File: config.mk
export PLATFORM = sky130hd
export DESIGN_NAME = bgpm_queue
export DESIGN_NICKNAME = d
export VERILOG_FILES = /design/src/rtl/bgpm_queue.sv
export SDC_FILE = /design/constraint.sdc
export NUM_CORES = 1
export LEC_CHECK = 0
export ABC_CLOCK_PERIOD_IN_PS = 2300
export BUFFER_PORTS_ARGS = -buffer_cell sky130_fd_sc_hd__buf_4
export CAP_MARGIN = 20
export CORE_MARGIN = 4
export CORE_UTILIZATION = 30
export DETAILED_ROUTE_END_ITERATION = 6
export PLACE_DENSITY = 0.5
export SKIP_CTS_REPAIR_TIMING = 1
export SLEW_MARGIN = 20
export SYNTH_ARGS = -nofsm -noshare
export SYNTH_HDL_FRONTEND = slang
export SYNTH_SLANG_ARGS = --single-unit
File: constraint.sdc
create_clock -name clk -period 2.3 [get_ports clk]
set_input_delay 0.46 -clock clk [delete_from_list [all_inputs] [get_ports clk]]
set_output_delay 0.46 -clock clk [all_outputs]
set_load 0.03 [all_outputs]
File: src/rtl/bgpm_queue.sv
// Small flip-flop FIFO between the classify front and the ghost emitter.
// Depends on nothing; width and depth come from parameters.
module bgpm_queue #(
  parameter int WIDTH = 8,
  parameter int DEPTH = 4
) (
  input  logic             clk,
  input  logic             rst,
  input  logic             wr_valid,
  output logic             wr_ready,
  input  logic [WIDTH-1:0] wr_data,
  output logic             rd_valid,
  input  logic             rd_ready,
  output logic [WIDTH-1:0] rd_data
);

  localparam int PTR_W = (DEPTH > 1) ? $clog2(DEPTH) : 1;
  localparam int CNT_W = $clog2(DEPTH + 1);

  logic [WIDTH-1:0] mem [DEPTH];
  logic [PTR_W-1:0] wr_ptr;
  logic [PTR_W-1:0] rd_ptr;
  logic [CNT_W-1:0] count;
  logic             push;
  logic             pop;

  assign wr_ready = (count != CNT_W'(DEPTH));
  assign rd_valid = (count != '0);
  assign rd_data  = mem[rd_ptr];
  assign push     = wr_valid && wr_ready;
  assign pop      = rd_valid && rd_ready;

  // Store entries
  always_ff @(posedge clk) begin
    if (push) begin
      mem[wr_ptr] <= wr_data;
    end
  end

  // Advance pointers and occupancy
  always_ff @(posedge clk) begin
    if (rst) begin
      wr_ptr <= '0;
      rd_ptr <= '0;
      count  <= '0;
    end else begin
      if (push) begin
        wr_ptr <= (wr_ptr == PTR_W'(DEPTH - 1)) ? '0 : wr_ptr + 1'b1;
      end
      if (pop) begin
        rd_ptr <= (rd_ptr == PTR_W'(DEPTH - 1)) ? '0 : rd_ptr + 1'b1;
      end
      if (push && !pop) begin
        count <= count + 1'b1;
      end else if (pop && !push) begin
        count <= count - 1'b1;
      end
    end
  end

endmodule

# Yosys cells after proc, flatten, opt, wreduce, memory -nomap -nowiden
# Memory sizes are Yosys's and may differ from the RTL's. A register that Yosys moved wholly into a read port is not among the register bits.
# Index checks and enable logic that the tools add are counted.
# totals
output_inout_bits	10
ramBits	32
register_bits	7
word_cells	27
rom_bits	0
latch_bits	0
in_bits	12
mem_count	1
# memory_table
memory	depth	word_bits	rd	rd_ports_with_merged_regs	write_ports	line_no	source
mem	4	8	1	1	1	20	logic [WIDTH-1:0] mem [DEPTH];
# classes
bitwise_logic	0
mul	0
div	0
n_eq_ne	3
magnitude_cmp	0
n_addsub	4
mux	8
shifts	0
n_reduce_logical	8
# op_table
op	count
two-way mux 2 bit	4
two-way mux 3 bit	2
adder 2 x 1 -> 2 bit, second input constant	2
== test 2 bit, second input constant	2
logical AND 1 bit	4
adder 3 x 1 -> 3 bit, second input constant	1
!= test 3 bit, second input constant	1
nonzero test 3 bit	1
subtractor 3 x 1 -> 3 bit, second input constant	1
zero test 1 bit	2
two-way mux 1 bit	2
nonzero test 2 bit	1

# Longest topological paths before layout
# depth
ltp_word	6
mapped_depth	9
depth_no_buf	8

# Worst setup path before layout
# No wires, ideal clock.
# synth_timing
path_kind	register to register
startpoint	reg count[0]
endpoint	reg count[2]
setup_ns	0.070
slack_ns	0.029
t_arrival_ns	2.200
synth_period_minus_slack_ns	2.271
path_stages_with_launch	10
path_cell_list	dfxtp_1 -> or3b_1 -> clkbuf_2 -> and2_4 -> ha_1 -> inv_1 -> fa_1 -> xor2_1 -> or3_2 -> a21oi_1
# synth_via
elab_chain_cells	5
# synth_lines
element	line_no	source
start, declared	23	logic [CNT_W-1:0] count;
start signal, assigned	54	count <= count + 1'b1;
start signal, assigned	56	count <= count - 1'b1;
!= test 3 bit *	27	assign wr_ready = (count != CNT_W'(DEPTH));
net wr_ready	10	output logic wr_ready,
logical AND 1 bit *	30	assign push = wr_valid && wr_ready;
net push	24	logic push;
zero test 1 bit	55	end else if (pop && !push) begin
logical AND 1 bit	55	
nonzero test 2 bit (no source line)	-	
# The timed path passes the listed nets; every way through them passes the cells marked *. The select of a mux whose other input is x is not followed.
# A chain may end at the register's enable or synchronous reset.

# Worst setup path after layout
# layout_timing
startpoint	reg count[1]
endpoint	reg count[2]
# layout_via
elab_chain_cells	5
# layout_lines
element
parallel branches: the longest is 5 deep, another holds subtractor 3 x 1 -> 3 bit
# Several ways; the timed one is not identified. The select of a mux whose other input is x is not followed.

==> flow_metrics.py <==
metrics = {
    "run_status": {
        "status": "completed",
    },
    "timing": {
        "worst_pin_slew_ps": 411,
        "finalCriticalPeriod_ps": 2140,
        "finalSetupViolations": 0,
        "drv_slew": 0,
        "rsz0062_at_grt": "no",
        "relSlewSlack_pct": 72.6,
        "finalSetupTns_ps": 0,
        "max_freq_mhz": 468,
        "setup_ws_ps": 162,
        "finalCritPeriodShare_pct": 93.0,
        "clock_skew_ps": 8.43,
        "hold_violations": 0,
    },
    "critical_path": {
        "endpoint_kind": "register",
        "crit_buf_inv": 1,
        "crit_fanout": 5,
        "path_cells": "o31ai_1 > ha_1 > inv_1 > fa_1 > xor2_1 > or3_2 > a21oi_1",
        "critPathSlowestCell": "or3_2",
        "cp_slowest_stage_delay_ps": 400,
        "path_class": "register to register",
        "r2r_cells": 7,
        "cp.required_ps": 2530,
        "crit_family": "adder cells",
        "worstReg2RegEnd": "count[2]",
        "r2r_start": "count[1]",
        "cp-start-kind": "register",
        "cp.arrival_ps": 2370,
        "r2r_slack_ps": 160,
    },
    "clocking": {
        "cts_max_level": 2,
        "path_clk_slew_ps": 80,
        "cts_root_buf": "clkbuf_8",
        "cts_tree": "done",
        "cts_buffers": 5,
        "cts.sinks": 41,
        "clk_latency_ps": 290,
        "clockBufferDepth": 2,
    },
    "place": {
        "post-place-ws_ps": 162,
        "hpwl_um": 1820,
        "gp_congestion": 0.746,
        "numPortBuffers": 21,
        "place_area_mm2": 0.00188,
    },
    "routing": {
        "antenna_left": 0,
        "routed_wl_um": 2630,
        "drt_pre_antenna_iters": 3,
        "drcViolationCount": 0,
        "vias": 829,
        "wl_per_cell_um": 14.0,
        "viasPerCell": 4.41,
        "drt_first_iter_violations": 49,
    },
    "synth": {
        "yosysTopAreaCell": "edfxtp_1",
        "netlist.area_leader.share_pct": 58.8,
        "syn-cell-area_mm2": 0.00163,
        "ys.warnings.count": 0,
        "synthCells": 90,
        "ys_seq_elements": 41,
        "synth_seq_area_share_pct": 69.8,
        "synth_nets": 109,
        "ys_types": 26,
        "synth_area_leaders": "edfxtp_1 (59%), dfxtp_1 (11%), mux4_2 (11%), ha_1 (4.6%), mux2i_1 (1.8%)",
        "syn_area_per_cell_um2": 18.2,
    },
    "hold_path": {
        "hold_class": "primary input to register",
        "min-delay-start": "wr_data[7]",
        "hold_path_depth": 1,
        "hold_path_end": "mem[1][7]",
    },
    "finish": {
        "drive_above_1_share_pct": 40.7,
        "num-nets-final": 136,
        "fin_util_pct": 37.9,
        "syn_to_final_growth_pct": 20.6,
        "fin_area_mm2": 0.00197,
        "antenna_cells": 0,
    },
    "floorplan": {
        "ioPinCount": 22,
        "die_h_um": 81.8,
        "initial_core_util_pct": 31.4,
        "core_area_mm2": 0.00520,
        "dieWidth_um": 81.8,
        "fp-row-count": 26,
        "dieArea_mm2": 0.00669,
    },
    "power": {
        "powerDensity_mw_per_mm2": 1100,
        "leakagePower_nw": 0.721,
        "ir_worst_vdd_uv": 665,
        "total_power_mw": 2.16,
    },
    "global_route": {
        "grt_pass1_wl_um": 4310,
        "grt_pass1_vias": 866,
        "grtUsageTotal_pct": 9.11,
        "grt_start_max_net_pins": 14,
        "antenna_found_initial": 0,
        "grt_remaining_overflow": 0,
    },
    "run": {
        "cap_violations": 0,
    },
}
## layer usage
metal | part of all wire [%] | track usage (%) | vias to the layer above
met3 | 7.5 | 4.17 | 4
li1 | - | - | 396
met1 | 44 | 11.4 | 406
met2 | 47 | 14.0 | 23
met4 | 1.0 | 2.99 | 0
met5 | 0 | 0 | -
## stage by stage
| step | std cells | hold WS, ps |
|---|---|---|
| final | 188 | 361 |
| after global routing | 188 | 346 |
| after CTS | 188 | 355 |
| after detailed placement | 180 | 491 |
| after global placement | 180 | 479 |
| after floorplan | 90 | 463 |
## cell usage in the layout, fill, tap and decap left out
cell type / count
dfxtp_1: 9
mux2i_1: 3
clkinv_2: 2
or3_1: 1
nand2b_1: 2
clkbuf_8: 5
o31ai_2: 1
nor2_1: 3
mux4_2: 8
ha_1: 6
nor3_1: 1
clkinvlp_4: 1
o21ai_0: 1
o31ai_1: 1
inv_1: 3
xor2_1: 2
and3_2: 4
and2_4: 1
fa_1: 1
or3b_1: 1
edfxtp_1: 32
nand3_1: 1
buf_4: 24
or3_2: 2
a21oi_1: 2
nand2_1: 1
## registers in the layout (all words and copies together), names as in the netlist, named ones only
register,count
mem,32
count,3
rd_ptr,2
wr_ptr,2
## where the power goes
group          leakage, nW  internal (mW)  switching, mW  total (mW)
registers            0.367          0.910         0.0647       0.975
clock network       0.0439          0.209          0.240       0.449
logic                0.309          0.339          0.397       0.735
## how the worst max path moves through the flow
stage             start       end  cells past startpoint
2_1_floorplan  count[0]  count[2]                      9
3_3_place_gp   count[1]  count[2]                      7
3_5_place_dp   count[1]  count[2]                      7
4_1_cts        count[0]  count[2]                      8
5_1_grt        count[0]  count[2]                      8
6_report       count[1]  count[2]                      7
## final cells by class
| cell class | instances | area, µm² |
|---|---|---|
| sequential | 41 | 1140 |
| tap | 70 | 87.6 |
| clock inverter | 3 | 17.5 |
| timing repair buffer | 24 | 180 |
| inverter | 3 | 11.3 |
| fill | 507 | 3230 |
| multi-input combinational | 42 | 464 |
| clock buffer | 5 | 68.8 |
## cell usage after synthesis
library cell,count
inv_1,3
mux4_2,8
and3_2,4
edfxtp_1,32
or3_2,2
and2_4,1
dfxtp_1,9
o21ai_0,1
buf_2,1
mux2i_1,3
nand2b_1,2
ha_1,6
nor3_1,1
buf_1,1
nand2_1,1
or3b_1,1
fa_1,1
clkbuf_2,1
nand3_1,1
nor2_1,3
or3_1,1
clkbuf_1,1
o31ai_2,1
xor2_1,2
a21oi_1,2
o31ai_1,1
## worst register-to-register path, stage by stage (launching register included)
cell and delay, ps:
dfxtp_1 360, o31ai_1 330, ha_1 250, inv_1 60, fa_1 380, xor2_1 160
or3_2 400, a21oi_1 140
## kinds of logic (layout without fill, tap and decap cells)
family | count (synthesis) | after routing | synth area share (%)
xor gates and xnor gates | 2 | 2 | 1.07
DFF | 41 | 41 | 69.8
adders and majority gates | 7 | 7 | 5.82
buffers and inverters | 7 | 35 | 1.76
muxes | 11 | 11 | 12.9
AOI/OAI and AO/OA | 5 | 5 | 2.14
and+or+nand+nor | 17 | 17 | 6.51
(Power assumes the default switching activity.)
