## config.mk

```make
export PLATFORM = sky130hd
export DESIGN_NAME = bgpm_front
export DESIGN_NICKNAME = d
export VERILOG_FILES = /design/src/rtl/bgpm_pkg.sv /design/src/rtl/bgpm_front.sv
export SDC_FILE = /design/constraint.sdc
export NUM_CORES = 2
export LEC_CHECK = 0
export BUFFER_PORTS_ARGS = -buffer_cell sky130_fd_sc_hd__buf_2
export CAP_MARGIN = 20
export CORE_UTILIZATION = 50
export CTS_BUF_LIST = sky130_fd_sc_hd__clkbuf_16
export DETAILED_ROUTE_END_ITERATION = 16
export PLACE_DENSITY = 0.77
export SETUP_SLACK_MARGIN = 0.4
export SKIP_LAST_GASP = 1
export SYNTH_ARGS = -nofsm -noshare
export SYNTH_HDL_FRONTEND = slang
export SYNTH_SLANG_ARGS = --single-unit
```

## constraint.sdc

```tcl
create_clock -name clk -period 47.1 [get_ports clk]
set_input_delay 9.42 -clock clk [delete_from_list [all_inputs] [get_ports clk]]
set_output_delay 9.42 -clock clk [all_outputs]
set_load 0.01 [all_outputs]
```

## src/rtl/bgpm_pkg.sv

```systemverilog
// Shared types, constants and helper functions for the ghost particle mirror.
// Used by every module of the block but the queue; no dependencies of its own.
package bgpm_pkg;

  localparam int FIELD_W     = 32;
  localparam int NUM_AXES    = 3;
  localparam int NUM_SUBSETS = 7;
  localparam int DATA_W      = 7 * FIELD_W;   // seven 32-bit fields, already whole bytes
  localparam int CUT_W       = 31;
  localparam int SCALE_W     = 16;
  localparam int REG_IDX_W   = 3;

  localparam int MIRROR_GAP_DEF  = 0;
  localparam int QUEUE_DEPTH_DEF = 4;

  // Configuration register indexes
  typedef enum logic [REG_IDX_W-1:0] {
    REG_BOX_MIN_X     = 3'd0,
    REG_BOX_MIN_Y     = 3'd1,
    REG_BOX_MIN_Z     = 3'd2,
    REG_BOX_MAX_X     = 3'd3,
    REG_BOX_MAX_Y     = 3'd4,
    REG_BOX_MAX_Z     = 3'd5,
    REG_CUTOFF        = 3'd6,
    REG_PRESSURE_SCALE = 3'd7
  } reg_index_t;

  // Ghost emission order: depth first by lowest axis
  localparam logic [NUM_AXES-1:0] SUBSET_ORDER [NUM_SUBSETS] =
    '{3'b001, 3'b011, 3'b111, 3'b101, 3'b010, 3'b110, 3'b100};

  typedef struct packed {
    logic [NUM_AXES-1:0][FIELD_W-1:0] box_min;
    logic [NUM_AXES-1:0][FIELD_W-1:0] box_max;
    logic [CUT_W-1:0]                 cutoff;
    logic [SCALE_W-1:0]               pscale;
  } cfg_t;

  // One classified particle, handed from front to back
  typedef struct packed {
    logic [NUM_AXES-1:0][FIELD_W-1:0] pos;
    logic [NUM_AXES-1:0][FIELD_W-1:0] mpos;
    logic [NUM_AXES-1:0][FIELD_W-1:0] vel;
    logic [NUM_AXES-1:0][FIELD_W-1:0] nvel;
    logic [FIELD_W-1:0]               pressure;
    logic [NUM_AXES-1:0]              hit;
  } ghost_src_t;

  // Clamp a wide signed value to the 32-bit signed range
  function automatic logic [FIELD_W-1:0] sat32(input logic signed [63:0] v);
    logic signed [63:0] hi_lim;
    logic signed [63:0] lo_lim;
    hi_lim = 64'sh0000_0000_7FFF_FFFF;
    lo_lim = -64'sh0000_0000_8000_0000;
    if (v > hi_lim)      sat32 = 32'h7FFF_FFFF;
    else if (v < lo_lim) sat32 = 32'h8000_0000;
    else                 sat32 = v[FIELD_W-1:0];
  endfunction

  // Which order slots a hit mask produces
  function automatic logic [NUM_SUBSETS-1:0] subset_slots(input logic [NUM_AXES-1:0] hit);
    logic [NUM_SUBSETS-1:0] s;
    for (int k = 0; k < NUM_SUBSETS; k++) begin
      s[k] = ((SUBSET_ORDER[k] & hit) == SUBSET_ORDER[k]);
    end
    subset_slots = s;
  endfunction

endpackage

```

## src/rtl/bgpm_front.sv

```systemverilog
// Classify front: wall distance tests, mirrored positions, negated velocities
// and scaled pressure over two pipeline stages. Depends on bgpm_pkg.
module bgpm_front
  import bgpm_pkg::*;
#(
  parameter int MIRROR_GAP = MIRROR_GAP_DEF
) (
  input  logic              clk,
  input  logic              rst,
  input  cfg_t              cfg,
  input  logic              in_valid,
  output logic              in_ready,
  input  logic [DATA_W-1:0] in_data,
  output logic              out_valid,
  input  logic              out_ready,
  output ghost_src_t        out_data
);

  localparam logic signed [35:0] GAP = 36'(MIRROR_GAP);

  // Stage 1 registers
  logic                             s1_valid;
  logic [NUM_AXES-1:0][FIELD_W-1:0] s1_pos;
  logic [NUM_AXES-1:0][FIELD_W-1:0] s1_vel;
  logic signed [33:0]               s1_dmin [NUM_AXES];
  logic signed [33:0]               s1_dmax [NUM_AXES];
  logic [NUM_AXES-1:0]              s1_hitlo;
  logic [NUM_AXES-1:0]              s1_hithi;
  logic signed [48:0]               s1_prod;

  // Stage 2 register
  logic       s2_valid;
  ghost_src_t s2_data;

  logic                             advance;
  logic signed [33:0]               dmin [NUM_AXES];
  logic signed [33:0]               dmax [NUM_AXES];
  logic [NUM_AXES-1:0]              hitlo;
  logic [NUM_AXES-1:0]              hithi;
  logic signed [48:0]               prod;
  ghost_src_t                       s2_next;

  // Hold both stages while a particle with ghosts waits on the queue
  assign advance   = !s2_valid || (s2_data.hit == '0) || out_ready;
  assign in_ready  = advance;
  assign out_valid = s2_valid && (s2_data.hit != '0);
  assign out_data  = s2_data;

  // Stage 1: wall distances at 34 bits and the pressure product
  always_comb begin
    logic signed [33:0] p;
    logic signed [33:0] lo;
    logic signed [33:0] hi;
    logic signed [33:0] cut;
    cut = {3'b000, cfg.cutoff};
    for (int a = 0; a < NUM_AXES; a++) begin
      p  = 34'($signed(in_data[a*FIELD_W +: FIELD_W]));
      lo = 34'($signed(cfg.box_min[a]));
      hi = 34'($signed(cfg.box_max[a]));
      dmin[a]  = p - lo;
      dmax[a]  = hi - p;
      hitlo[a] = dmin[a] < cut;
      hithi[a] = dmax[a] < cut;
    end
    prod = $signed(in_data[6*FIELD_W +: FIELD_W]) * $signed({1'b0, cfg.pscale});
  end

  // Stage 2: mirror, saturate, negate, round pressure
  always_comb begin
    logic signed [35:0] lo;
    logic signed [35:0] hi;
    logic signed [35:0] mlo;
    logic signed [35:0] mhi;
    logic signed [49:0] pr;
    logic signed [FIELD_W-1:0] v;
    for (int a = 0; a < NUM_AXES; a++) begin
      lo  = 36'($signed(cfg.box_min[a]));
      hi  = 36'($signed(cfg.box_max[a]));
      mlo = lo - 36'(s1_dmin[a]) - GAP;
      mhi = hi + 36'(s1_dmax[a]) + GAP;
      s2_next.pos[a] = s1_pos[a];
      s2_next.vel[a] = s1_vel[a];
      if (s1_hitlo[a]) begin
        s2_next.mpos[a] = sat32(64'(mlo));
      end else if (s1_hithi[a]) begin
        s2_next.mpos[a] = sat32(64'(mhi));
      end else begin
        s2_next.mpos[a] = s1_pos[a];
      end
      v = $signed(s1_vel[a]);
      s2_next.nvel[a] = (s1_vel[a] == 32'h8000_0000) ? 32'h7FFF_FFFF : 32'(-v);
    end
    s2_next.hit = s1_hitlo | s1_hithi;
    pr = 50'(s1_prod) + 50'sd128;
    s2_next.pressure = sat32(64'(pr >>> 8));
  end

  // Advance pipeline payload
  always_ff @(posedge clk) begin
    if (advance) begin
      for (int a = 0; a < NUM_AXES; a++) begin
        s1_pos[a]  <= in_data[a*FIELD_W +: FIELD_W];
        s1_vel[a]  <= in_data[(3+a)*FIELD_W +: FIELD_W];
        s1_dmin[a] <= dmin[a];
        s1_dmax[a] <= dmax[a];
      end
      s1_hitlo <= hitlo;
      s1_hithi <= hithi;
      s1_prod  <= prod;
      s2_data  <= s2_next;
    end
  end

  // Advance pipeline valids
  always_ff @(posedge clk) begin
    if (rst) begin
      s1_valid <= 1'b0;
      s2_valid <= 1'b0;
    end else if (advance) begin
      s1_valid <= in_valid;
      s2_valid <= s1_valid;
    end
  end

endmodule

```

# Word-level counts from Yosys, hierarchy flattened
# Memory sizes are Yosys's and may differ from the RTL's.
# Cells that the tools add are included.
# op_classes
n_lt_le_gt_ge	20
addsub	16
bitwise_logic	1
n_eq_ne	3
multipliers	1
n_mux	21
reduce_logical	6
# op_table
op	n
2-to-1 mux 32 bit	19
greater-than comparator 35 x 32 -> 1 bit (second input constant)	6
< comparator 35 x 32 -> 1 bit (second input constant)	6
< comparator 33 x 32 -> 1 bit	6
subtractor 32 x 32 -> 33 bit	6
adder 32 x 34 -> 35 bit	3
subtractor 32 x 34 -> 35 bit	3
== test 32 bit (second input constant)	3
negator 32 bit	3
adder 49 x 9 -> 50 bit (second input constant)	1
multiplier 32 x 17 -> 49 bit	1
greater-than comparator 42 x 32 -> 1 bit (second input constant)	1
< comparator 42 x 32 -> 1 bit (second input constant)	1
logical NOT 3 bit	1
OR 3 bit	1
nonzero test 3 bit	1
logical OR 1 bit	2
2-to-1 mux 1 bit	2
logical AND 1 bit	1
logical NOT 1 bit	1
# totals
ramBits	204
input_bits	467
mem_count	2
out_inout_bits	421
regBits	668
# mem_list
memory	depth	width	read_ports	rd_clocked_by_memory_dff	wr	line_no	text
s1_dmax	3	34	3	0	3	bgpm_front.sv:26	logic signed [33:0] s1_dmax [NUM_AXES];
s1_dmin	3	34	3	0	3	bgpm_front.sv:25	logic signed [33:0] s1_dmin [NUM_AXES];

# Longest topological paths before layout
# depth
ltp_word	6
depth_mapped	25
depth_no_buf	25

# Least setup slack after synthesis
# No wires, ideal clock.
# synth_path
path_kind	in2out
startpoint	input port out_ready
endpoint	output port in_ready
t_required_ns	37.680
setup_slack_ns	11.618
n_path_buf	0
arrival_time_ns	26.062
stages	2
path_cell_list	nor2_1 > inv_1
# synth_via
elab_chain_cells	1
# synth_lines
element	line_no	text
start, declared	bgpm_front.sv:15	input logic out_ready,
logical OR 1 bit	bgpm_front.sv:44	assign advance = !s2_valid || (s2_data.hit == '0) || out_ready;
end, declared	bgpm_front.sv:12	output logic in_ready,
# Every way passes these cells.

# Worst setup path after layout
# Ends and elaborated chain as after synthesis.

==> run_results.csv <==
group,metric,value,unit
run_status,result_of_the_run,"complete, no violations",
final_layout,final_cell_count_no_fill,10100,
synth,seq_area_frac_synth,35.3,%
global_routing,grt_pass1_vias,57700,
synth,post-synth-top-area-cell,"sky130_fd_sc_hd__edfxtp_1",
route,remaining_drc_errors,0,
floorplanning,die_width,384,µm
worst_setup_path,category_of_the_worst_setup_path_launch_point,"input pin",
synth,synth_edf_count,857,
worst_setup_path,worstSetupEndpointType,"output pin",
power_and_ir_drop,power_density,63.6,nW/µm²
global_routing,initial_antenna_violation_count,108,
global_routing,grt.overflow.total,0,
sta,post-route-period-util,42.7,%
sta,worst_slew_pin_slew,1060,ps
cts,clk_pin_slew_worst_paths,70,ps
route,vias,60300,
synth,synth_top_cells_by_area,"sky130_fd_sc_hd__edfxtp_1 35%, sky130_fd_sc_hd__fa_1 14%, sky130_fd_sc_hd__ha_1 12%",
cts,post-cts-setup-buffers,0,
hold_path,min_from,"s1_pos[19]$_DFFE_PP_",
worst_setup_path,critPathSlowestCell,"sky130_fd_sc_hd__nor2_1",
placement,gp_congestion,1.02,
route,dr.pass1.iters,6,
worst_setup_path,cp.required,37680,ps
hold_path,timing.hold.worst_path_depth,0,
synth,yosys_warnings,0,
worst_setup_path,top_fanout_value_on_the_critical_path,89,
worst_setup_path,most_frequent_cp_cell,"sky130_fd_sc_hd__buf_2",
worst_setup_path,path_buf_inv,3,
worst_setup_path,timing.critical_path.depth,4,
final_layout,finish.net_count,9739,
sta,worst_case_clock_skew,119,ps
route,routedWlPerCell,25.4,µm
cts,tritoncts_clock_tree,"done",
worst_setup_path,ff2ff_path_depth,8,
power_and_ir_drop,peakVddDrop,76.8,µV
floorplanning,initial_util,50.6,%
synth,post_synth_instance_area,72900,µm²
hold_path,hold_class,"flop to flop",
synth,synthesis.nets,8913,
placement,dp_hpwl,205000,µm
job,max_cap_violations,0,
sta,rsz0062_at_grt,"no",
cts,tritoncts.num_buffers,98,
power_and_ir_drop,power.static_leakage,38.5,nW
worst_setup_path,ff2ff_setup_slack,41770,ps
floorplanning,die_footprint,147000,µm²
floorplanning,core.rowCount,139,
cts,number_of_buffers_added_to_fix_hold_violations_after_cts,0,
route,route.detailed.vias_per_inst,5.96,
final_layout,layout-drive-gt1-share,14.3,%
sta,hold_ws,434,ps
synth,postSynthAreaPerCell,10.0,µm²
synth,synth_largest_type_area_fraction,35.3,%
sta,crit_path_time_final,20130,ps
cts,clk_root_buffer_cell,"sky130_fd_sc_hd__clkbuf_16",
cts,post_cts_resize_count,0,
route,drt-initial-drc-count,6011,
floorplanning,placeableCoreArea,144000,µm²
placement,dpl.cell_count,9886,
placement,numPortBuffers,887,
sta,totalNegativeSetupSlack,0,ps
global_routing,groute.usage.overall,34.0,%
floorplanning,die_h,384,µm
worst_setup_path,category_of_cells_accounting_for_the_largest_share_of_critical_path_delay,"buffers and inverters",
synth,synth-main-ff-cell,"sky130_fd_sc_hd__edfxtp_1",
global_routing,grt_first_pass_wirelength,369000,µm
sta,timing_max_transition_violations_final,0,
worst_setup_path,slowest_cell_delay_on_critical_path,360,ps
synth,postSynthRegisterBits,859,
worst_setup_path,worst_r2r_startpoint,"out_data[1]$_DFFE_PP_",
worst_setup_path,regToRegEndpoint,"s1_pos[55]$_DFFE_PP_",
global_routing,grt_max_degree,175,
cts,tritoncts_num_sinks,859,
sta,setup_viol_count_final,0,
synth,synth_cell_types,96,
synth,synthArstFlopShare,0,%
route,ant_nets,0,
worst_setup_path,arr_time_crit_path,10710,ps
final_layout,area.growth.synth_to_final,13.7,%
route,totalWireLength,256000,µm
worst_setup_path,cp-startpoint,"out_ready",
cts,maximum_level_of_the_cts_h_tree,3,
worst_setup_path,worst-setup-path-type,"input pin to output pin",
sta,max_freq,49.7,MHz
sta,final_hold_viol_count,0,
floorplanning,io_pins,888,
worst_setup_path,crit_path_cell_trace,"buf_2 > nor2_1 > inv_8 > buf_2",
cts,cts-root-to-sink-buffers,3,
hold_path,whs_endpoint,"out_data[342]$_DFFE_PP_",
cts,clkLatencyLatePin,780,ps
sta,slew_headroom,29.1,%
synth,netlist_instances,7258,
## cell type report
class | instances | area (µm²)
antenna | 42 | 105
clock buffer | 98 | 2450
clock inverter | 85 | 1010
fill | 12200 | 61300
inverter | 1007 | 3790
multi-input combinational | 5185 | 42600
sequential | 859 | 25800
tap | 1903 | 2380
timing repair buffer | 933 | 4800
## Yosys cell counts, drive strengths merged, types with 111 or more instances
cell type / count
a21oi: 509
fa: 499
and2: 267
clkbuf: 188
xor2: 177
edfxtp: 857
o21ai: 255
inv: 1007
ha: 689
nor3: 123
a21o: 226
nand2: 656
nand3: 111
nor2: 379
xnor2: 296
## power by group
group / total [mW] / internal, mW / leakage, nW / switching (mW)
clock: 0.821 / 0.469 / 1.71 / 0.352
sequential: 1.24 / 1.16 / 8.94 / 0.0844
combinational: 3.21 / 1.32 / 27.8 / 1.89
total: 5.27 / 2.94 / 38.5 / 2.33
## sequential cells by signal (all words and copies together) (netlist names)
| name | cells |
|---|---|
| s1_prod | 42 |
| s1_hithi | 3 |
| out_data | 419 |
| s1_dmin | 99 |
| s2_valid | 1 |
| s1_vel | 96 |
| s1_pos | 96 |
| s1_valid | 1 |
| s1_hitlo | 3 |
| s1_dmax | 99 |
## worst max path at each step
stage                to
2_1_floorplan  in_ready
3_3_place_gp   in_ready
3_5_place_dp   in_ready
4_1_cts        in_ready
5_1_grt        in_ready
6_report       in_ready
## layout by cell type, fill, tap and decap left out, types with 16 or more instances in the layout
| master | synthesis | routed |
|---|---|---|
| sky130_fd_sc_hd__nand2b_1 | 70 | 70 |
| sky130_fd_sc_hd__a21oi_1 | 509 | 509 |
| sky130_fd_sc_hd__a211oi_1 | 41 | 41 |
| sky130_fd_sc_hd__or2_2 | 24 | 24 |
| sky130_fd_sc_hd__o31ai_1 | 71 | 69 |
| sky130_fd_sc_hd__clkinv_2 | 0 | 16 |
| sky130_fd_sc_hd__diode_2 | 0 | 42 |
| sky130_fd_sc_hd__nor2b_1 | 56 | 56 |
| sky130_fd_sc_hd__xnor2_1 | 296 | 296 |
| sky130_fd_sc_hd__and2_1 | 265 | 265 |
| sky130_fd_sc_hd__o21a_1 | 84 | 84 |
| sky130_fd_sc_hd__nand3_1 | 111 | 111 |
| sky130_fd_sc_hd__inv_1 | 1007 | 1021 |
| sky130_fd_sc_hd__a31oi_1 | 51 | 51 |
| sky130_fd_sc_hd__nand2_1 | 651 | 651 |
| sky130_fd_sc_hd__a21o_1 | 226 | 226 |
| sky130_fd_sc_hd__o21ai_0 | 253 | 253 |
| sky130_fd_sc_hd__or3_1 | 29 | 29 |
| sky130_fd_sc_hd__buf_2 | 11 | 887 |
| sky130_fd_sc_hd__edfxtp_1 | 857 | 857 |
| sky130_fd_sc_hd__clkbuf_16 | 0 | 98 |
| sky130_fd_sc_hd__nand4_1 | 65 | 65 |
| sky130_fd_sc_hd__o21bai_1 | 56 | 56 |
| sky130_fd_sc_hd__ha_1 | 689 | 689 |
| sky130_fd_sc_hd__and3_1 | 50 | 50 |
| sky130_fd_sc_hd__and4_1 | 17 | 17 |
| sky130_fd_sc_hd__o311ai_0 | 24 | 24 |
| sky130_fd_sc_hd__buf_4 | 0 | 44 |
| sky130_fd_sc_hd__a221oi_1 | 30 | 30 |
| sky130_fd_sc_hd__xor2_1 | 177 | 177 |
| sky130_fd_sc_hd__nor2_1 | 378 | 377 |
| sky130_fd_sc_hd__fa_1 | 499 | 499 |
| sky130_fd_sc_hd__o211ai_1 | 45 | 45 |
| sky130_fd_sc_hd__nor3_1 | 121 | 121 |
| sky130_fd_sc_hd__a21boi_0 | 17 | 17 |
| sky130_fd_sc_hd__nor4_1 | 25 | 25 |
## per-stage QoR
stage / worst slack (ps) / utilization, % / total power [mW] / instance area [µm²]
2_1_floorplan: 11620 / - / 3.53 / 72900
3_3_place_gp: 27040 / 55.0 / 4.31 / 79300
3_5_place_dp: 27070 / 55.0 / 4.40 / 79300
4_1_cts: 27070 / 57.4 / 5.23 / 82800
5_1_grt: 26980 / 57.5 / 5.68 / 82900
6_report: 26970 / 57.5 / 5.27 / 82900
## routing by layer
metal	wire length [µm]	GRT usage [%]
met1	96600	43.6
met2	113000	52.2
met3	31300	9.40
met4	15500	18.1
met5	445	0
## cells by family (layout without fill, tap and decap cells)
| family | after synthesis | count (layout) | share of synthesized area (%) |
|---|---|---|---|
| AND/OR/NAND/NOR | 1928 | 1928 | 12.9 |
| AO/OA/AOI/OAI | 1589 | 1589 | 14.1 |
| buffers and inverters | 1214 | 2123 | 6.32 |
| adder cells (fa/ha/maj) | 1188 | 1188 | 25.5 |
| flip-flops | 859 | 859 | 35.3 |
| XOR/XNOR | 473 | 473 | 5.68 |
| multiplexers | 7 | 7 | 0.0978 |
| other | 0 | 42 | 0 |
Power figures use the tool's default switching activity.
