File: src/rtl/bgpm_pkg.sv
// Shared types, constants and helper functions for the ghost particle mirror.
// Used by every module of the block but the queue; no dependencies of its own.
package bgpm_pkg;

  localparam int FIELD_W     = 32;
  localparam int NUM_AXES    = 3;
  localparam int NUM_SUBSETS = 7;
  localparam int DATA_W      = 7 * FIELD_W;   // seven 32-bit fields, already whole bytes
  localparam int CUT_W       = 31;
  localparam int SCALE_W     = 16;
  localparam int REG_IDX_W   = 3;

  localparam int MIRROR_GAP_DEF  = 0;
  localparam int QUEUE_DEPTH_DEF = 4;

  // Configuration register indexes
  typedef enum logic [REG_IDX_W-1:0] {
    REG_BOX_MIN_X     = 3'd0,
    REG_BOX_MIN_Y     = 3'd1,
    REG_BOX_MIN_Z     = 3'd2,
    REG_BOX_MAX_X     = 3'd3,
    REG_BOX_MAX_Y     = 3'd4,
    REG_BOX_MAX_Z     = 3'd5,
    REG_CUTOFF        = 3'd6,
    REG_PRESSURE_SCALE = 3'd7
  } reg_index_t;

  // Ghost emission order: depth first by lowest axis
  localparam logic [NUM_AXES-1:0] SUBSET_ORDER [NUM_SUBSETS] =
    '{3'b001, 3'b011, 3'b111, 3'b101, 3'b010, 3'b110, 3'b100};

  typedef struct packed {
    logic [NUM_AXES-1:0][FIELD_W-1:0] box_min;
    logic [NUM_AXES-1:0][FIELD_W-1:0] box_max;
    logic [CUT_W-1:0]                 cutoff;
    logic [SCALE_W-1:0]               pscale;
  } cfg_t;

  // One classified particle, handed from front to back
  typedef struct packed {
    logic [NUM_AXES-1:0][FIELD_W-1:0] pos;
    logic [NUM_AXES-1:0][FIELD_W-1:0] mpos;
    logic [NUM_AXES-1:0][FIELD_W-1:0] vel;
    logic [NUM_AXES-1:0][FIELD_W-1:0] nvel;
    logic [FIELD_W-1:0]               pressure;
    logic [NUM_AXES-1:0]              hit;
  } ghost_src_t;

  // Clamp a wide signed value to the 32-bit signed range
  function automatic logic [FIELD_W-1:0] sat32(input logic signed [63:0] v);
    logic signed [63:0] hi_lim;
    logic signed [63:0] lo_lim;
    hi_lim = 64'sh0000_0000_7FFF_FFFF;
    lo_lim = -64'sh0000_0000_8000_0000;
    if (v > hi_lim)      sat32 = 32'h7FFF_FFFF;
    else if (v < lo_lim) sat32 = 32'h8000_0000;
    else                 sat32 = v[FIELD_W-1:0];
  endfunction

  // Which order slots a hit mask produces
  function automatic logic [NUM_SUBSETS-1:0] subset_slots(input logic [NUM_AXES-1:0] hit);
    logic [NUM_SUBSETS-1:0] s;
    for (int k = 0; k < NUM_SUBSETS; k++) begin
      s[k] = ((SUBSET_ORDER[k] & hit) == SUBSET_ORDER[k]);
    end
    subset_slots = s;
  endfunction

endpackage

File: src/rtl/bgpm_back.sv
// Ghost emitter: walks the hit subsets of one particle in order, one ghost
// per beat, into a registered output stage. Depends on bgpm_pkg.
module bgpm_back
  import bgpm_pkg::*;
(
  input  logic                clk,
  input  logic                rst,
  input  logic                in_valid,
  output logic                in_ready,
  input  ghost_src_t          in_data,
  output logic                out_valid,
  input  logic                out_ready,
  output logic [DATA_W-1:0]   out_data,
  output logic [NUM_AXES-1:0] out_axes,
  output logic                out_last
);

  ghost_src_t             hold;
  logic                   hold_valid;
  logic [NUM_SUBSETS-1:0] rem;

  logic                   emit;
  logic [2:0]             cur_k;
  logic [NUM_AXES-1:0]    cur_mask;
  logic [NUM_SUBSETS-1:0] rem_next;
  logic                   is_last;
  logic [DATA_W-1:0]      ghost;

  assign emit     = hold_valid && (!out_valid || out_ready);
  assign rem_next = rem & (rem - 1'b1);
  assign is_last  = (rem_next == '0);
  assign in_ready = !hold_valid || (emit && is_last);
  assign cur_mask = SUBSET_ORDER[cur_k];

  // Pick the lowest pending slot
  always_comb begin
    cur_k = '0;
    for (int k = NUM_SUBSETS - 1; k >= 0; k--) begin
      if (rem[k]) cur_k = 3'(k);
    end
  end

  // Assemble the ghost for the current subset
  always_comb begin
    for (int a = 0; a < NUM_AXES; a++) begin
      ghost[a*FIELD_W +: FIELD_W]     = cur_mask[a] ? hold.mpos[a] : hold.pos[a];
      ghost[(3+a)*FIELD_W +: FIELD_W] = cur_mask[a] ? hold.nvel[a] : hold.vel[a];
    end
    ghost[6*FIELD_W +: FIELD_W] = hold.pressure;
  end

  // Load the next particle, retire slots
  always_ff @(posedge clk) begin
    if (rst) begin
      hold_valid <= 1'b0;
      rem        <= '0;
    end else if (in_valid && in_ready) begin
      hold_valid <= 1'b1;
      rem        <= subset_slots(in_data.hit);
    end else if (emit) begin
      rem <= rem_next;
      if (is_last) hold_valid <= 1'b0;
    end
  end

  always_ff @(posedge clk) begin
    if (in_valid && in_ready) begin
      hold <= in_data;
    end
  end

  // Output register
  always_ff @(posedge clk) begin
    if (rst) begin
      out_valid <= 1'b0;
    end else if (emit) begin
      out_valid <= 1'b1;
    end else if (out_ready) begin
      out_valid <= 1'b0;
    end
  end

  always_ff @(posedge clk) begin
    if (emit) begin
      out_data <= ghost;
      out_axes <= cur_mask;
      out_last <= is_last;
    end
  end

endmodule

File: config.mk
export PLATFORM = sky130hd
export DESIGN_NAME = bgpm_back
export DESIGN_NICKNAME = d
export VERILOG_FILES = /design/src/rtl/bgpm_pkg.sv /design/src/rtl/bgpm_back.sv
export SDC_FILE = /design/constraint.sdc
export NUM_CORES = 1
export LEC_CHECK = 0
export BUFFER_PORTS_ARGS = -buffer_cell sky130_fd_sc_hd__buf_2
export CAP_MARGIN = 20
export CELL_PAD_IN_SITES_DETAIL_PLACEMENT = 1
export CELL_PAD_IN_SITES_GLOBAL_PLACEMENT = 1
export CORE_AREA = 5 5 249 251
export CTS_BUF_LIST = sky130_fd_sc_hd__clkbuf_2
export DETAILED_ROUTE_END_ITERATION = 6
export DIE_AREA = 0 0 254 256
export PLACE_DENSITY_LB_ADDON = 0.1
export SLEW_MARGIN = 20
export SYNTH_ARGS = -nofsm -noshare
export SYNTH_HDL_FRONTEND = slang
export SYNTH_SLANG_ARGS = --single-unit
export TNS_END_PERCENT = 5
File: constraint.sdc
create_clock -name clk -period 13.3 [get_ports clk]
set_clock_uncertainty 0.2 [all_clocks]
set_input_delay 1.995 -clock clk [delete_from_list [all_inputs] [get_ports clk]]
set_output_delay 1.995 -clock clk [all_outputs]
set_load 0.01 [all_outputs]
# [Word-level counts from Yosys, hierarchy flattened]
# Memory sizes are Yosys's and may differ from the RTL's.
# Cells that the tools add are included.
# W data, S select, Z words.
[totals] reg_bits=653 mem_bits_ro=24 in_bits=423 word_cells=62 n_memories=1
[classes] add_sub_neg=1 order_cmp=1 eq_ne=4 mux=22 n_bitwise=2 n_reduce_logical=12
[mem_list] memory="(name not given)" depth=8 width=3 read_ports=1 rd_clocked_by_memory_dff=0 write_ports=0 line="bgpm_back.sv:33" rtl="assign cur_mask = SUBSET_ORDER[cur_k];"
[ops] cell="$mux W32" n=6
[ops] cell="$mux W3" n=9
[ops] cell="$mux W7" n=2
[ops] cell="$and A7 B7 Y7" n=1
[ops] cell="$logic_not A7 Y1" n=1
[ops] cell="$sub A7 B1 Y7 const B" n=1
[ops] cell="$eq A2 B2 Y1 const B" n=3
[ops] cell="$reduce_bool A2 Y1" n=3
[ops] cell="$mux W1" n=5
[ops] cell="$ge A4 B4 Y1 const B" n=1
[ops] cell="$not A3 Y4" n=1
[ops] cell="$eq A3 B3 Y1 const B" n=1
[ops] cell="$logic_and A1 B1 Y1" n=3
[ops] cell="$logic_not A1 Y1" n=2
[ops] cell="$logic_or A1 B1 Y1" n=2
[ops] cell="$reduce_and A2 Y1" n=1

# [Longest topological paths before layout]
# Gate-level depths: netlist (run 1).
[logic_depth] ltp_word=12 ltp_mapped=11 depth_no_buf=8

# [Worst setup path before layout (run 1)]
# No wires, ideal clock.
[synth_timing] path_type="input to register" from="input port out_ready" to="register rem[6]" setup_time_ns=0.554 arrival_time_ns=12.266 slack_ns=0.279 cell_stages=4 n_path_buf=0 cell_sequence="nand2b_1 -> and2_1 -> a41o_1 -> a2111oi_1"
[synth_between] elab_chain_len=6
[synth_rtl] item="start: declaration" line="bgpm_back.sv:12" rtl="input logic out_ready,"
[synth_rtl] item="$logic_or A1 B1 Y1 (*)" line="bgpm_back.sv:29" rtl="assign emit = hold_valid && (!out_valid || out_ready);"
[synth_rtl] item="$logic_and A1 B1 Y1 (*)" line="bgpm_back.sv:29"
[synth_rtl] item="$logic_and A1 B1 Y1" line="bgpm_back.sv:32" rtl="assign in_ready = !hold_valid || (emit && is_last);"
[synth_rtl] item="$logic_or A1 B1 Y1" line="bgpm_back.sv:32"
[synth_rtl] item="$logic_and A1 B1 Y1" line="bgpm_back.sv:57" rtl="end else if (in_valid && in_ready) begin"
[synth_rtl] item="$mux W7 or $reduce_bool A2 Y1 (tied branches)"
[synth_rtl] item="end signal: assignment" line="bgpm_back.sv:59" rtl="rem <= subset_slots(in_data.hit);"
[synth_rtl] item="end signal: assignment" line="bgpm_back.sv:61" rtl="rem <= rem_next;"
[synth_rtl] item="end: declaration" line="bgpm_back.sv:20" rtl="logic [NUM_SUBSETS-1:0] rem;"
# Mark *: on every way between the ends. The rest lies on a longest branch, timed or not.
# A chain may end at the register's enable or synchronous reset.

# [Worst setup path after layout (run 1)]
[layout_timing] from="register rem[2]" to="output port in_ready"
[layout_between] elab_chain_len=5
[layout_rtl] item="$sub A7 B1 Y7" line="bgpm_back.sv:30" rtl="assign rem_next = rem & (rem - 1'b1);"
[layout_rtl] item="$and A7 B7 Y7 (*)" line="bgpm_back.sv:30"
[layout_rtl] item="$logic_not A7 Y1 (*)" line="bgpm_back.sv:31" rtl="assign is_last = (rem_next == '0);"
[layout_rtl] item="$logic_and A1 B1 Y1 (*)" line="bgpm_back.sv:32"
[layout_rtl] item="$logic_or A1 B1 Y1 (*)" line="bgpm_back.sv:32"
[layout_rtl] item="end: declaration" line="bgpm_back.sv:9" rtl="output logic in_ready,"
# Marked as above.

==> results of run 1 <==
## metrics by stage
stage	setup WS [ps]	util	std cells	instance area, sq um	hold slack, ps
after CTS	7456	0.4737	2662	28270	209.4
after floorplan	279.5	-	974	22730	200.3
final	7698	0.4748	2688	28340	210.9
after global routing	7265	0.4744	2678	28310	236.7
after global placement	7660	0.4496	2384	26830	200.2
after detailed placement	7657	0.4496	2384	26830	206.2
## worst max-delay path, cell delays in order (launching register included)
cell	delay, ps
sky130_fd_sc_hd__dfxtp_1	450
sky130_fd_sc_hd__or4_4	600
sky130_fd_sc_hd__o21ai_0	480
sky130_fd_sc_hd__nand3_1	260
sky130_fd_sc_hd__o21ai_0	200
sky130_fd_sc_hd__buf_2	150
## synth_stat cells (all sizes together) (2+ instances only)
cell type and instances:
a2111o 2, a211oi 3, a21oi 8, a221oi 2, a31oi 2, buf 29, clkbuf 3, dfxtp 9
edfxtp 644, inv 7, mux2 192, nand2 9, nand3 5, nand3b 2, nor2 15, nor2b 3
nor3 2, nor4 3, o2111ai 2, o21a 2, o21ai 4, o21bai 2, o32ai 2, or4 2
## routing by layer
layer	part of all wire	vias to the layer above	track usage	routed length, microns
met5	0.0055	-	0	353
met4	0.023	52	0.07070	1480
met3	0.099	142	0.09328	6293
met2	0.51	526	0.3247	32790
met1	0.36	6149	0.2034	22870
li1	-	5633	-	-
## sequential cells by signal, summed over array words and instances (netlist names)
register	flops
hold_valid	1
out_last	1
rem	7
out_valid	1
out_axes	3
out_data	224
ghost	32
hold	384
## report_power, final
part / internal [uW] / switching, uW
combinational: 326 / 390
sequential: 2600 / 64.4
clock: 528 / 789
## area by class of cell
type | count | share of cell area
inverters | 7 | 0.001192
diodes | 26 | 0.002296
repair buffers | 660 | 0.1177
multi-input cells | 282 | 0.1046
flip-flops and latches | 653 | 0.6888
clock buffers | 233 | 0.04115
well taps | 782 | 0.03453
clock inverters | 45 | 0.009714
## worst paths after layout
check,startpoint,slack [ps],cells past startpoint,endpoint
setup / recovery,rem[2]$_SDFFE_PP0P_,7700,5,in_ready
hold / removal,ghost[215]$_DFFE_PN_,210,0,out_data[215]$_DFFE_PP_
hold reg to reg,ghost[215]$_DFFE_PN_,210,0,out_data[215]$_DFFE_PP_
setup reg to reg,rem[2]$_SDFFE_PP0P_,9180,4,hold[195]$_DFFE_PN_
## cell families (layout without fill, tap and decap cells)
logic type,after synthesis,after routing
flip-flops,653,653
multiplexers,192,192
AND/OR/NAND/NOR,49,49
AO/OA/AOI/OAI,40,40
buffers and inverters,39,945
adder cells (fa/ha/maj),1,1
other,0,26
==> results, run 1 <==
- The flow ran to the end, and the final reports show no timing, DRC or antenna violations.
- The area of all sequential standard cells is 0.01952 sq mm.
- The peak ir drop on the vdd network is 0.07676 mV.
- The clock tree synthesis step divided the H-tree into 4 levels.
- The worst endpoint required time is 11100 ps.
- The synthesized area is 0.02273 sq mm.
- The clock net in this run drives a total of 653 sinks.
- Leaving out fill and tap cells, the most frequent cells in the layout are 652 x sky130_fd_sc_hd__buf_2, 644 x sky130_fd_sc_hd__edfxtp_1, 233 x sky130_fd_sc_hd__clkbuf_2.
- The number of setup violations in the final report is 0.
- The data arrival time of the critical path is 3410 ps.
- The count of hold buffers inserted by post-cts repair is 0.
- The first global-routing pass estimated 88220 microns of wire.
- In the final routed layout, each cell accounts on average for 23.73 microns.
- The post-route setup TNS is 0 ps.
- Of the total synthesized cell area, the portion taken by AND, OR, NAND and NOR gates is 0.01106.
- After synthesis, the cell types taking the most area are sky130_fd_sc_hd__edfxtp_1 85%, sky130_fd_sc_hd__mux2_2 7.1%, sky130_fd_sc_hd__mux2_4 3.2%.
- The number of antenna violations at the first check in global routing is 47.
- Clock-pin slew was measured on the worst setup and hold paths at 100 ps.
- The largest buffer count on any clock path is 3.
- The portion of synthesized area spent on multiplexers is 0.1032.
- The number of nets in the synthesized netlist is 1398.
- The number of nets with antenna violations after routing is 0.
- The kind of launch point of the worst setup path is a flip-flop.
- The minimum period implied by the final worst setup slack is 5602 ps.
- The largest net degree at the start of global routing is 193.
- In this run, synthesis produced a sequential element count of 653.
- Of the total synthesized cell area, the portion taken by full adders, half adders and majority gates is 0.0005504.
- In the final layout, the share of cells above drive strength 1 is 0.5931.
- The leakage dissipation is 0.01127 uW.
- The placed wire-length estimate is 45620 microns.
- Buffers placed on the I/O ports in this run total 652.
- The highest attainable clock frequency is 0.1785 GHz.
- Setup repair after global routing left no endpoint under its margin.
- The share of the synthesized netlist area taken by xor and xnor gates is 0.
- The number of different library cells used by synthesis comes to 53.
- The final worst-path cycle share is 0.4212.
- After synthesis, the largest family of logic cells by area is multiplexers.
- For this run, the total global-route usage over all layers was measured as 0.1901.
- For this block, the via count after detailed routing is 12502.
- TritonCTS built the clock tree.
- The total length of routed wires is 63790 microns.
- The final number of max-transition violations came to 0.
- The total overflow reported by the global router is 0.
- The share of synthesized area in the top cell type comes to 0.8506.
- The cell count after synthesis came out at 974.
- The global placement routability congestion is 0.8033.
- The power density of the placed cells is 165.9 mW/mm^2.
- The multi-input combinational cells in the finished layout cover a total of 0.002964 sq mm.
- The via count of the first global-routing pass is 13388.
- The largest fanout of any net on the critical path is 12.
- Summed over all instances, the cell type with the most area after synthesis is sky130_fd_sc_hd__edfxtp_1.
- From bottom edge to top edge, the die measures 256 microns.
- The number of buffers added by the clock tree synthesis step is 167.
- The starting DRC count in detailed routing is 643.
- Pin placement for this block handled 653 I/O pins.
- The full die area is 0.06502 sq mm.
- Yosys printed 0 warnings.
- The final-report hold violation count was 0.
- The number of cells upsized or downsized after cts is 0.
- The number of nets in the layout is 2195.
- The filler cell count in the final layout is 5892.
- The kind of capture point of the worst setup path is an output port.
- Relative to the synthesized area, the layout overhead comes to 24.65%.
- For the pin with the worst max-slew slack, the measured transition is 1125 ps.
- The number of DRC violations after detailed routing is 0.
- Using the TritonRoute via totals, the vias-per-cell ratio works out to 4.651.
- The number of setup buffers added after CTS is 0.
- In this run the core area contains 90 standard-cell rows.
- In this run the tightest slew margin relative to its limit is 0.2500.
- From left edge to right edge, the die measures 254 microns.
- The overall power is 4702 uW.
- For this run, asynchronously set or reset flops after synthesis account for 0.
- The min-delay analysis places its worst path in the category flip-flop to flip-flop.
- The complex-gate fraction of the synthesized area came to 0.01365.
- For this configuration, the core starts out at a cell density of 0.3809.
- The first detailed-routing pass ran for 5 iterations.
- The critical path is of the flip-flop to output port type.
- The area of the placeable core is 0.05968 sq mm.
- The later pin in the worst-skew pair is clocked with a latency of 1280 ps.
- Across the run, the number of max-cap violations was 0.
- The most common library cell in the layout ignoring fill and taps is sky130_fd_sc_hd__buf_2.
- In this run the clock root is driven by a sky130_fd_sc_hd__clkbuf_2.
- In this run the mean area of a mapped cell was 23.34 sq um.
- Of the synthesized area, sequential elements account for 0.8586.
- Yosys mapped a number of flops with a built-in enable equal to 644.
- For this run, the leading register cell type out of synthesis is sky130_fd_sc_hd__edfxtp_1.
Note: power is estimated with default switching activity, not from simulation.
==> inputs of run 2 (changes only) <==
- clock period: 13.3 -> 4.6 ns (I/O delays scaled with it)
==> run 2 against run 1 <==
  * The run now fails in clock tree synthesis (4_1_cts)
  * Synthesized area did not move
  * Synthesized cell count did not move
==> results, run 2 <==
- The post-placement cell area is 0.02706 sq mm (+0.86%).
- The largest buffer count on any clock path is 3 (unchanged).
- The placed wire-length estimate is 44760 microns (-1.9%).
- The number of synthesized register bits is 653 (unchanged).
- The dominant cell by count in the synthesized netlist is sky130_fd_sc_hd__edfxtp_1.
- The number of clock sinks is 653 (unchanged).
- The number of top-level pins is 653 (unchanged).
- The first error in the log reads "[ERROR RSZ-0060] Max buffer count reached".
- The mean cell area of the mapped netlist came to 23.34 sq um (unchanged).
- The fraction of registers with async set or reset after synthesis came to 0 (unchanged).
- The global placement routability congestion is 0.8479 (+5.6%).
- For this run, the leading register cell type out of synthesis is sky130_fd_sc_hd__edfxtp_1.
- The number of setup buffers added after CTS was 0 (unchanged).
- The portion of synthesized cell area occupied by the leading cell type is 0.8506 (unchanged).
- The net count after synthesis is 1398 (unchanged).
- The number of buffers added by the clock tree synthesis step is 169 (+1.2%).
- The complex-gate fraction of the synthesized area came to 0.01365 (unchanged).
- sky130_fd_sc_hd__edfxtp_1 takes more of the synthesized area than any other cell.
- The count of hold buffers inserted by post-cts repair came to 538 (+538).
- The floorplan die width was 254 microns (unchanged).
- The starting density of the core is 0.3809 (unchanged).
- The number of H-tree levels was 4 (unchanged).
- The number of buffers added on ports was 652 (unchanged).
- The sequential area share after synthesis is 0.8586 (unchanged).
- The area share of and/or/nand/nor cells after synthesis is 0.01106 (unchanged).
- The number of cells upsized or downsized after cts is 0 (unchanged).
- Yosys attributes the largest share of cell area to sky130_fd_sc_hd__edfxtp_1 85%, sky130_fd_sc_hd__mux2_2 7.1%, sky130_fd_sc_hd__mux2_4 3.2%.
- The share of the synthesized netlist area taken by xor and xnor gates is 0 (unchanged).
- The synthesized area is 0.02273 sq mm (unchanged).
- The post-synthesis cell count was 974 (unchanged).
- After synthesis, the largest family of logic cells by area is multiplexers.
- The count of cell types in the netlist is 53 (unchanged).
- The number of synthesis warnings was 0 (unchanged).
- The multiplexer share of the synthesized area is 0.1032 (unchanged).
- The flow did not finish.
- By count the netlist is led by 644 x sky130_fd_sc_hd__edfxtp_1, 143 x sky130_fd_sc_hd__mux2_2, 49 x sky130_fd_sc_hd__mux2_4, 15 x sky130_fd_sc_hd__nor2_1.
- The number of synthesized flops with an enable pin is 644 (unchanged).
- The tree is rooted in a sky130_fd_sc_hd__clkbuf_2.
- The step where the flow halted is clock tree synthesis (4_1_cts).
- The die height is 256 microns (unchanged).
- The number of standard-cell rows in the floorplan is 90 (unchanged).
- The adder-cell share of the synthesized area came to 0.0005504 (unchanged).
==> run 2: cell counts after synthesis <==
No cell type changed its count.
==> run 2: logic make-up after synthesis <==
kind of cell	Yosys count
fa+ha+maj	1
buf+inv	39
mux	192
compound gates	40
simple gates	49
flops	653
==> run 2: per-stage QoR <==
stage          setup slack (ps)  utilization  cells  hold slack (ps)
3_5_place_dp               1376       0.4534   2393            205.2
3_3_place_gp               1449       0.4534   2393            200.7
2_1_floorplan            -335.1            -    974            200.3
==> inputs of run 3 (changes only) <==
- CELL_PAD_IN_SITES_DETAIL_PLACEMENT: 1 -> not set
- CELL_PAD_IN_SITES_GLOBAL_PLACEMENT: 1 -> not set
- CORE_AREA: 5 5 249 251 -> not set
- CORE_MARGIN: not set -> 5
- CORE_UTILIZATION: not set -> 33
- CTS_BUF_LIST: sky130_fd_sc_hd__clkbuf_2 -> not set
- DIE_AREA: 0 0 254 256 -> not set
- PLACE_DENSITY_LB_ADDON: 0.1 -> 0.15
- clock period: 4.6 -> 5.98 ns (I/O delays scaled with it)
==> run 3 against run 2 <==
  * The run now ends clean
==> results, run 3 (synthesis results as in run 1) <==
- The flow ran to the end, and the final reports show no timing, DRC or antenna violations.
- In this run the most critical hold path is launched from ghost[219]$_DFFE_PN_.
- The die covers 0.07424 sq mm.
- The number of buffers added by the clock tree synthesis step is 72 (-57%).
- The share of layout cells above drive strength 1 is 0.5561.
- The worst setup path is captured at an output port.
- The tightest min-delay check is of the flip-flop to flip-flop type.
- Of the total power, the share spent switching nets is 0.2321.
- The number of cells upsized or downsized after cts was 0 (unchanged).
- Data on the critical path arrives at its endpoint at 2720 ps.
- The starting density of the core is 0.3321 (-0.04887).
- The floorplan die width is 272.5 microns (+7.3%).
- The number of clock sinks came to 653 (unchanged).
- The total via count in the routed design is 11640.
- The final number of max-transition violations is 0.
- TritonCTS built the clock tree.
- The core region is 0.06847 sq mm.
- After layout, the minimum clock period comes to 3814 ps.
- The number of standard-cell rows in the floorplan is 96 (+6.7%).
- The global placement routability congestion was 0.8253 (-2.7%).
- The total overflow left after global routing is 0.
- The area added between synthesis and finish is 29.22%.
- The number of flip-flops under the largest register name is 384.
- The final-report hold violation count is 0.
- The first TritonRoute pass finished after 4 iterations.
- In the final routed layout, each cell accounts on average for 21.81 microns.
- The share of power burned in registers is 0.504.
- The post-CTS clock slew at the launch and capture registers of the worst setup and hold paths is 50 ps.
- The number of cells on the worst hold path is 0.
- The count of hold buffers inserted by post-cts repair is 0 (-100%).
- The highest attainable clock frequency is 0.2622 GHz.
- After the first detailed-routing iteration, the DRC count stood at 586.
- The number of DRC violations after detailed routing is 0.
- The total length of routed wires is 57340 microns.
- The number of nets with antenna violations after routing is 0.
- In this run the tightest slew margin relative to its limit is 0.3445.
- Setup repair after global routing left no endpoint under its margin.
- The number of setup buffers added after CTS is 0 (unchanged).
- The slew at the pin closest to its max-slew limit is 983.2 ps.
- At the end of the flow, the number of nets in the layout was 2106.
- The number of buffers added on ports is 652 (unchanged).
- The count of max-cap constraint violations is 0.
- STA classifies the critical path startpoint as a flip-flop.
- Once layout is complete, the utilization of the core stands at 0.4291.
- The most common library cell in the layout ignoring fill and taps is sky130_fd_sc_hd__buf_2.
- The number of top-level pins is 653 (unchanged).
- The library cells used most frequently in the layout, excluding fill and tap cells, are 652 x sky130_fd_sc_hd__buf_2, 644 x sky130_fd_sc_hd__edfxtp_1, 143 x sky130_fd_sc_hd__mux2_2.
- The global-route wire length before repair is 82090 microns.
- The number of antenna violations at the first check in global routing is 16.
- The part of the power in the clock network is 0.360.
- The number of cells on the worst reg-to-reg path is 4.
- The via count of the first global-routing pass came to 12590.
- For this design the total switching power over the nets is 2731 uW.
- The largest buffer count on any clock path is 3 (unchanged).
- IR analysis of the VDD net gives a maximum drop of 0.2201 mV.
- The endpoint of the lowest-slack register-to-register path is hold[193]$_DFFE_PN_.
- The power density of the placed cells is 400.6 mW/mm^2.
- The placed wire-length estimate is 41110 microns (-8.1%).
- Ranked by flip-flop count, first place goes to hold.
- For flop-to-flop paths, the worst setup slack is 2480 ps.
- The internal power of the cells totals 9038 uW.
- The largest net degree at the start of global routing is 85.
- The worst endpoint required time is 4880 ps.
- The path with the worst hold slack has its endpoint at out_data[219]$_DFFE_PP_.
- Setup violations remaining at the end of the flow were counted as 0.
- The overall power is 11770 uW.
- The master cell of the clock root buffer is sky130_fd_sc_hd__clkbuf_16.
- The critical setup path kind is flip-flop to output port.
- The final worst-path cycle share is 0.6378.
- The number of H-tree levels is 3 (-1).
- The die height was 272.5 microns (+6.4%).
- The mean number of vias per cell is 4.428.
- The share of total power dissipated in combinational logic is 0.136.
- The overall fraction of global-route tracks in use is 0.1489.
- The leakage dissipation is 0.01133 uW.
- The origin of the critical flop-to-flop path is rem[2]$_SDFFE_PP0P_.
- The clock network latency to the later pin of the worst-skew pair is 600 ps.
- Of all nets on the critical path, the largest fanout is 12.
- Hold is met by 215.9 ps.
run 3: worst max path at each step:
| stage | slack, ps | endpoint | from | cells past startpoint |
|---|---|---|---|---|
| floorplan | -460 | out_axes[0]$_DFFE_PP_ | out_ready | 3 |
| CTS | 2130 | in_ready | rem[3]$_SDFFE_PP0P_ | 5 |
| detailed placement | 2390 | ghost[204]$_DFFE_PN_ | in_valid | 4 |
| finish | 2170 | in_ready | rem[2]$_SDFFE_PP0P_ | 5 |
| global route | 1970 | in_ready | rem[3]$_SDFFE_PP0P_ | 5 |
| global placement | 2440 | ghost[204]$_DFFE_PN_ | in_valid | 4 |
run 3: power by group through the flow:
stage / sequential, uW / combinational [uW] / clock, uW
CTS: 5940 / 1650 / 4400
floorplan: 6140 / 993 / 0
global placement: 6020 / 1620 / 0
global route: 5980 / 1730 / 4590
detailed placement: 6030 / 1650 / 0
finish: 5930 / 1600 / 4240
run 3: metrics by stage:
stage,instances,setup TNS (ps),setup WS (ps),area [sq um]
2_1_floorplan,974,-104440,-458.0,22750
3_3_place_gp,2490,0,2435,27080
3_5_place_dp,2490,0,2387,27080
4_1_cts,2619,0,2132,29350
5_1_grt,2624,0,1974,29360
6_report,2629,0,2166,29380
run 3: final cells by class:
type	instances	area, sq um
inverters	7	33.78
diodes	10	25.02
repair buffers	666	3456
multi-input cells	282	2964
clock buffers	98	1972
fillers	6118	39090
clock inverters	31	304.0
flip-flops and latches	653	19520
well taps	882	1104
run 3: critical path, cell delays in order (launching register included):
cell and delay [ps]:
sky130_fd_sc_hd__dfxtp_1 430, sky130_fd_sc_hd__or4_4 600, sky130_fd_sc_hd__o21ai_0 470, sky130_fd_sc_hd__nand3_1 260, sky130_fd_sc_hd__o21ai_0 210, sky130_fd_sc_hd__buf_2 160
run 3: routing by layer:
layer	vias up	GRT usage	share of wire
li1	5344	-	-
met1	5778	0.1616	0.35
met2	420	0.2707	0.54
met3	84	0.05770	0.084
met4	14	0.04216	0.018
met5	-	0	0.0018
